<file path="config.mk">
export PLATFORM = sky130hd
export DESIGN_NAME = mcdi_hash_unit
export DESIGN_NICKNAME = d
export VERILOG_FILES = /design/src/design/mcdi_pkg.sv /design/src/design/mcdi_hash_unit.sv
export SDC_FILE = /design/constraint.sdc
export NUM_CORES = 2
export LEC_CHECK = 0
export BUFFER_PORTS_ARGS = -buffer_cell sky130_fd_sc_hd__buf_2
export CORE_UTILIZATION = 65
export DETAILED_ROUTE_END_ITERATION = 16
export PLACE_DENSITY = 0.82
export RECOVER_POWER = 50
export SKIP_CTS_REPAIR_TIMING = 1
export SLEW_MARGIN = 40
export SYNTH_ARGS = -nofsm -noshare
export SYNTH_HDL_FRONTEND = slang
export SYNTH_SLANG_ARGS = --single-unit
</file>
<file path="constraint.sdc">
create_clock -name clk -period 10.7 [get_ports clk]
set_input_delay 0.535 -clock clk [delete_from_list [all_inputs] [get_ports clk]]
set_output_delay 0.535 -clock clk [all_outputs]
set_load 0.005 [all_outputs]
</file>
<file path="src/design/mcdi_pkg.sv">
`timescale 1ns / 1ps

package mcdi_pkg;

    localparam int INDEX_BITS = 24;
    localparam int CNT_W      = INDEX_BITS - 1;
    localparam int KEY_W      = INDEX_BITS + 1;
    localparam int OUT_IDX_W  = 23;
    localparam int VN_W       = 10;
    localparam int STATUS_W   = 2;
    localparam int REG_IDX_W  = 2;
    localparam int HASH_W     = 64;
    localparam int MUL_W      = 32;
    localparam int HASH_FOLD_SHIFT = 29;

    localparam int MAX_VERTICES_DEF = 1024;
    localparam int HASH_SLOTS_DEF   = 2048;

    localparam logic [MUL_W-1:0] HASH_P_MUL = 32'h9E3779B1;
    localparam logic [MUL_W-1:0] HASH_T_ADD = 32'h7F4A7C15;
    localparam logic [MUL_W-1:0] HASH_T_MUL = 32'h85EBCA77;
    localparam logic [MUL_W-1:0] HASH_N_ADD = 32'h165667B1;
    localparam logic [MUL_W-1:0] HASH_N_MUL = 32'hC2B2AE3D;

    localparam logic [STATUS_W-1:0] STATUS_OK        = 2'd0;
    localparam logic [STATUS_W-1:0] STATUS_FULL      = 2'd1;
    localparam logic [STATUS_W-1:0] STATUS_POS_RANGE = 2'd2;

    localparam logic [REG_IDX_W-1:0] REG_POSITION_COUNT = 2'd0;
    localparam logic [REG_IDX_W-1:0] REG_TEXCOORD_COUNT = 2'd1;
    localparam logic [REG_IDX_W-1:0] REG_NORMAL_COUNT   = 2'd2;

    typedef enum logic [2:0] {
        HOP_IDLE   = 3'd0,
        HOP_MUL_P  = 3'd1,
        HOP_MUL_T  = 3'd2,
        HOP_MUL_N  = 3'd3,
        HOP_FOLD   = 3'd4,
        HOP_REDUCE = 3'd5
    } hash_op_t;

    typedef struct packed {
        logic [KEY_W-1:0] norm;
        logic [KEY_W-1:0] tex;
        logic [KEY_W-1:0] pos;
    } key_triple_t;

endpackage

</file>
<file path="src/design/mcdi_hash_unit.sv">
`timescale 1ns / 1ps

module mcdi_hash_unit
    import mcdi_pkg::*;
#(
    parameter int HASH_SLOTS = HASH_SLOTS_DEF,
    localparam int SLOT_W = $clog2(HASH_SLOTS)
)
(
    input  logic              clk,
    input  logic              rst_n,
    input  hash_op_t          op,
    input  key_triple_t       keys,
    output logic [SLOT_W-1:0] slot,
    output logic              done
);

    localparam bit SLOTS_POW2 = (HASH_SLOTS & (HASH_SLOTS - 1)) == 0;

    logic [HASH_W-1:0] h_reg;
    logic [MUL_W-1:0]  t_off_reg;
    logic [MUL_W-1:0]  n_off_reg;
    logic [MUL_W-1:0]  mul_a;
    logic [MUL_W-1:0]  mul_b;
    logic [HASH_W-1:0] product;

    always_comb
    begin
        case (op)
            HOP_MUL_T:
            begin
                mul_a = t_off_reg;
                mul_b = HASH_T_MUL;
            end
            HOP_MUL_N:
            begin
                mul_a = n_off_reg;
                mul_b = HASH_N_MUL;
            end
            default:
            begin
                mul_a = MUL_W'(keys.pos);
                mul_b = HASH_P_MUL;
            end
        endcase
    end

    assign product = HASH_W'(mul_a) * HASH_W'(mul_b);

    always_ff @(posedge clk)
    begin
        case (op)
            HOP_MUL_P:
            begin
                h_reg     <= product;
                t_off_reg <= MUL_W'(keys.tex) + HASH_T_ADD;
                n_off_reg <= MUL_W'(keys.norm) + HASH_N_ADD;
            end
            HOP_MUL_T, HOP_MUL_N:
            begin
                h_reg <= h_reg ^ product;
            end
            HOP_FOLD:
            begin
                h_reg <= h_reg ^ (h_reg >> HASH_FOLD_SHIFT);
            end
            HOP_REDUCE:
            begin
                h_reg <= h_reg << 1;
            end
            default:
            begin
                h_reg <= h_reg;
            end
        endcase
    end

    generate
        if (SLOTS_POW2)
        begin : g_mask
            assign slot = h_reg[SLOT_W-1:0];
            assign done = 1'b1;
        end
        else
        begin : g_reduce
            localparam int CNT_BITS = $clog2(HASH_W);
            localparam logic [SLOT_W:0] SLOTS_V = (SLOT_W + 1)'(HASH_SLOTS);

            logic [SLOT_W-1:0]   rem_reg;
            logic [CNT_BITS-1:0] cnt_reg;
            logic                done_reg;
            logic [SLOT_W:0]     trial;

            // Restoring remainder, one bit of the hash per cycle from the top.
            assign trial = {rem_reg, h_reg[HASH_W-1]};

            always_ff @(posedge clk or negedge rst_n)
            begin
                if (!rst_n)
                begin
                    rem_reg  <= '0;
                    cnt_reg  <= '0;
                    done_reg <= 1'b0;
                end
                else if (op == HOP_FOLD)
                begin
                    rem_reg  <= '0;
                    cnt_reg  <= '0;
                    done_reg <= 1'b0;
                end
                else if (op == HOP_REDUCE && !done_reg)
                begin
                    if (trial >= SLOTS_V)
                    begin
                        rem_reg <= SLOT_W'(trial - SLOTS_V);
                    end
                    else
                    begin
                        rem_reg <= SLOT_W'(trial);
                    end
                    cnt_reg <= cnt_reg + CNT_BITS'(1);
                    if (cnt_reg == CNT_BITS'(HASH_W - 1))
                    begin
                        done_reg <= 1'b1;
                    end
                end
            end

            assign slot = rem_reg;
            assign done = done_reg;
        end
    endgenerate

endmodule

</file>
==> results.py <==
metrics = {
    "critical_path": {
        "crit_buf_inv": 10,
        "cpLargestDelayFamily": "adder cells",
        "slowest_delay_ns": 0.64,
        "critical_path.startpoint_type": "input pin",
        "cpMaxStageDelayCell": "fa_1",
        "cpMostUsedCell": "fa_1",
        "r2r_slack_ns": 1.54,
        "reg2regPathDepth": 26,
        "cp.required_ns": 10.92,
        "reg2reg_to": "h_reg[62]$_DFFE_PP_",
        "end_kind": "flip-flop",
        "r2r-start": "n_off_reg[0]$_DFFE_PP_",
        "critPathKind": "in2reg",
        "critical_path_arrival_ns": 10.22,
        "crit_fanout": 20,
    },
    "yosys": {
        "seq_area_frac_synth_pct": 10.1,
        "ys_types": 83,
        "synthXorXnorAreaFrac_pct": 3.36,
        "yosys_register_bits": 124,
        "ys.flop_type": "edfxtp_1",
        "post-synth-top-count-cell": "inv_1",
        "synth-edff-count": 124,
        "synthAdderAreaFrac_pct": 56.0,
        "synth_cells": 3768,
        "synth-warning-count": 0,
        "syn_area_um2": 36700,
        "avgSynthCellArea_um2": 9.75,
        "synth_compound_area_share_pct": 7.93,
        "synth_top_cell_by_area": "fa_1",
        "muxShareOfSynthArea_pct": 1.86,
        "synthTopCellsByArea": "fa_1, inv_1, ha_1, edfxtp_1, nand2_1",
        "ys_async_sr_fraction_pct": 0,
        "synth_commonest_cells": "inv_1, fa_1, ha_1",
        "synth-simple-area-share_pct": 7.98,
        "synth_top_family_by_area": "adder cells",
        "synth_top_area_share_pct": 45.3,
    },
    "sta": {
        "timing.hold.ws_ns": 0.319,
        "fin_skew_ns": 0.0195,
        "finalHoldViolCount": 0,
        "fin_crit_sh_pct": 93.4,
        "slew_headroom_pct": -169,
        "slew_viol_final": 91,
        "fmax_mhz": 100,
        "worstMarginPinSlew_ns": 4.04,
        "grt_setup_unrepaired": "no",
        "setup_violations": 0,
        "min_period_ns": 9.99,
        "setup_tns_ns": 0,
    },
    "place": {
        "portBuffers": 89,
        "dp_hpwl_mm": 104,
        "place_area_um2": 38800,
        "place_congestion": 1.07,
    },
    "floorplan": {
        "chipHeight_um": 240,
        "die-area_um2": 57500,
        "start_util_pct": 66.2,
        "core-area_um2": 55500,
        "die_w_um": 240,
        "rows": 86,
        "ios": 92,
    },
    "finish": {
        "largest_reg_flops": 64,
        "stdcell_area_um2": 39400,
        "n_antenna_cell": 0,
        "syn2layout_area_growth_pct": 7.22,
        "layout.nets": 5165,
        "drive_above_1_share_pct": 7.97,
    },
    "clock_tree": {
        "cts_buffers": 17,
        "cts-root-buf": "clkbuf_16",
        "cts_tree": "done",
        "clkLatencyLatePin_ns": 0.50,
        "path_clk_slew_ns": 0.07,
        "cts_sinks": 124,
        "h-tree-depth": 4,
        "clk_path_buf_depth": 2,
    },
    "route": {
        "remaining_drc_errors": 0,
        "num_vias": 27063,
        "routed_via_density": 5.76,
        "drt_iter0_markers": 2624,
        "ant_nets": 0,
        "wirelength_mm": 118,
        "drtPass1Iterations": 8,
        "wl_per_cell_um": 25.1,
    },
    "global_routing": {
        "grt_max_degree": 81,
        "grt_overflow_total": 0,
        "antenna_found_initial": 2,
        "grt_pass1_wl_mm": 174,
        "grt_usage_pct": 43.2,
        "grt_pass1_vias": 27994,
    },
    "worst_hold_path": {
        "whs_path_depth": 2,
        "worstHoldStart": "keys[50]",
        "hold_path_class": "in2reg",
        "min_to": "n_off_reg[0]$_DFFE_PP_",
    },
    "status": {
        "status": "complete, but fails checks",
        "violations": "max-capacitance violations, max-slew violations",
    },
    "run": {
        "drv_cap": 2,
    },
}
per-stage QoR:
stage	worst slack, ns	instances	util [%]
detailed placement	0.299	4667	69.9
finish	0.706	4699	71.0
floorplan	1.49	3794	-
CTS	0.785	4699	71.0
global route	0.361	4699	71.0
global placement	0.456	4667	69.9
placed cells by master (no fill, tap or decap), types with 39 or more instances in the layout:
cell         n
buf_4      131
o21ai_0     49
xor2_1      64
edfxtp_1   124
fa_1       831
buf_2       85
nand2_1    267
a21oi_1    120
xnor2_1     75
ha_1       314
a21o_1      43
nor2b_1     39
inv_1     1121
nor2_1     167
cells by family after synthesis:
| family | after synthesis |
|---|---|
| buffers and inverters | 1221 |
| adder cells (fa/ha/maj) | 1147 |
| AND/OR/NAND/NOR | 646 |
| AO/OA/AOI/OAI | 424 |
| XOR/XNOR | 140 |
| flip-flops | 124 |
| multiplexers | 64 |
| other | 2 |
worst max path at each step:
stage | slack, ns | to | depth (start not counted) | from
6_report | 0.71 | h_reg[58]$_DFFE_PP_ | 34 | op[2]
5_1_grt | 0.36 | h_reg[56]$_DFFE_PP_ | 32 | op[2]
4_1_cts | 0.78 | h_reg[60]$_DFFE_PP_ | 32 | op[2]
3_5_place_dp | 0.30 | h_reg[60]$_DFFE_PP_ | 32 | op[2]
3_3_place_gp | 0.46 | h_reg[60]$_DFFE_PP_ | 32 | op[2]
2_1_floorplan | 1.49 | h_reg[51]$_DFFE_PP_ | 35 | op[2]
final cells by class:
| class | count | area, µm² |
|---|---|---|
| clock inverters | 14 | 158 |
| multi-input cells | 2449 | 28500 |
| fillers | 4285 | 16100 |
| clock buffers | 18 | 429 |
| well taps | 748 | 936 |
| repair buffers | 223 | 1450 |
| flip-flops and latches | 124 | 3720 |
| inverters | 1123 | 4220 |
worst register-to-register path: stages (launching register included):
cell and delay [ns]:
edfxtp_1 0.36, mux2i_1 0.66, nor2_1 0.22, nand2_1 0.17, inv_1 0.06, nor2_1 0.39, inv_1 0.43, ha_1 0.33
fa_1 0.41, fa_1 0.61, fa_1 0.47, fa_1 0.52, fa_1 0.43, fa_1 0.53, inv_1 0.06, fa_1 0.48
inv_1 0.04, ha_1 0.34, a21o_1 0.20, a31oi_1 0.34, o221ai_1 0.18, a21oi_1 0.27, o221a_2 0.31, a21oi_1 0.13
a221oi_2 0.50, mux2i_1 0.14, a221o_1 0.30
metal layers:
layer  GRT usage (%)  wire [µm]
met4            27.9       9030
met3            5.82       9350
met1            56.8      44300
met2            67.9      55100
met5               0          0
Power is not shown: default switching activity piles up to over one toggle a cycle in this logic, so the estimate is an artifact.
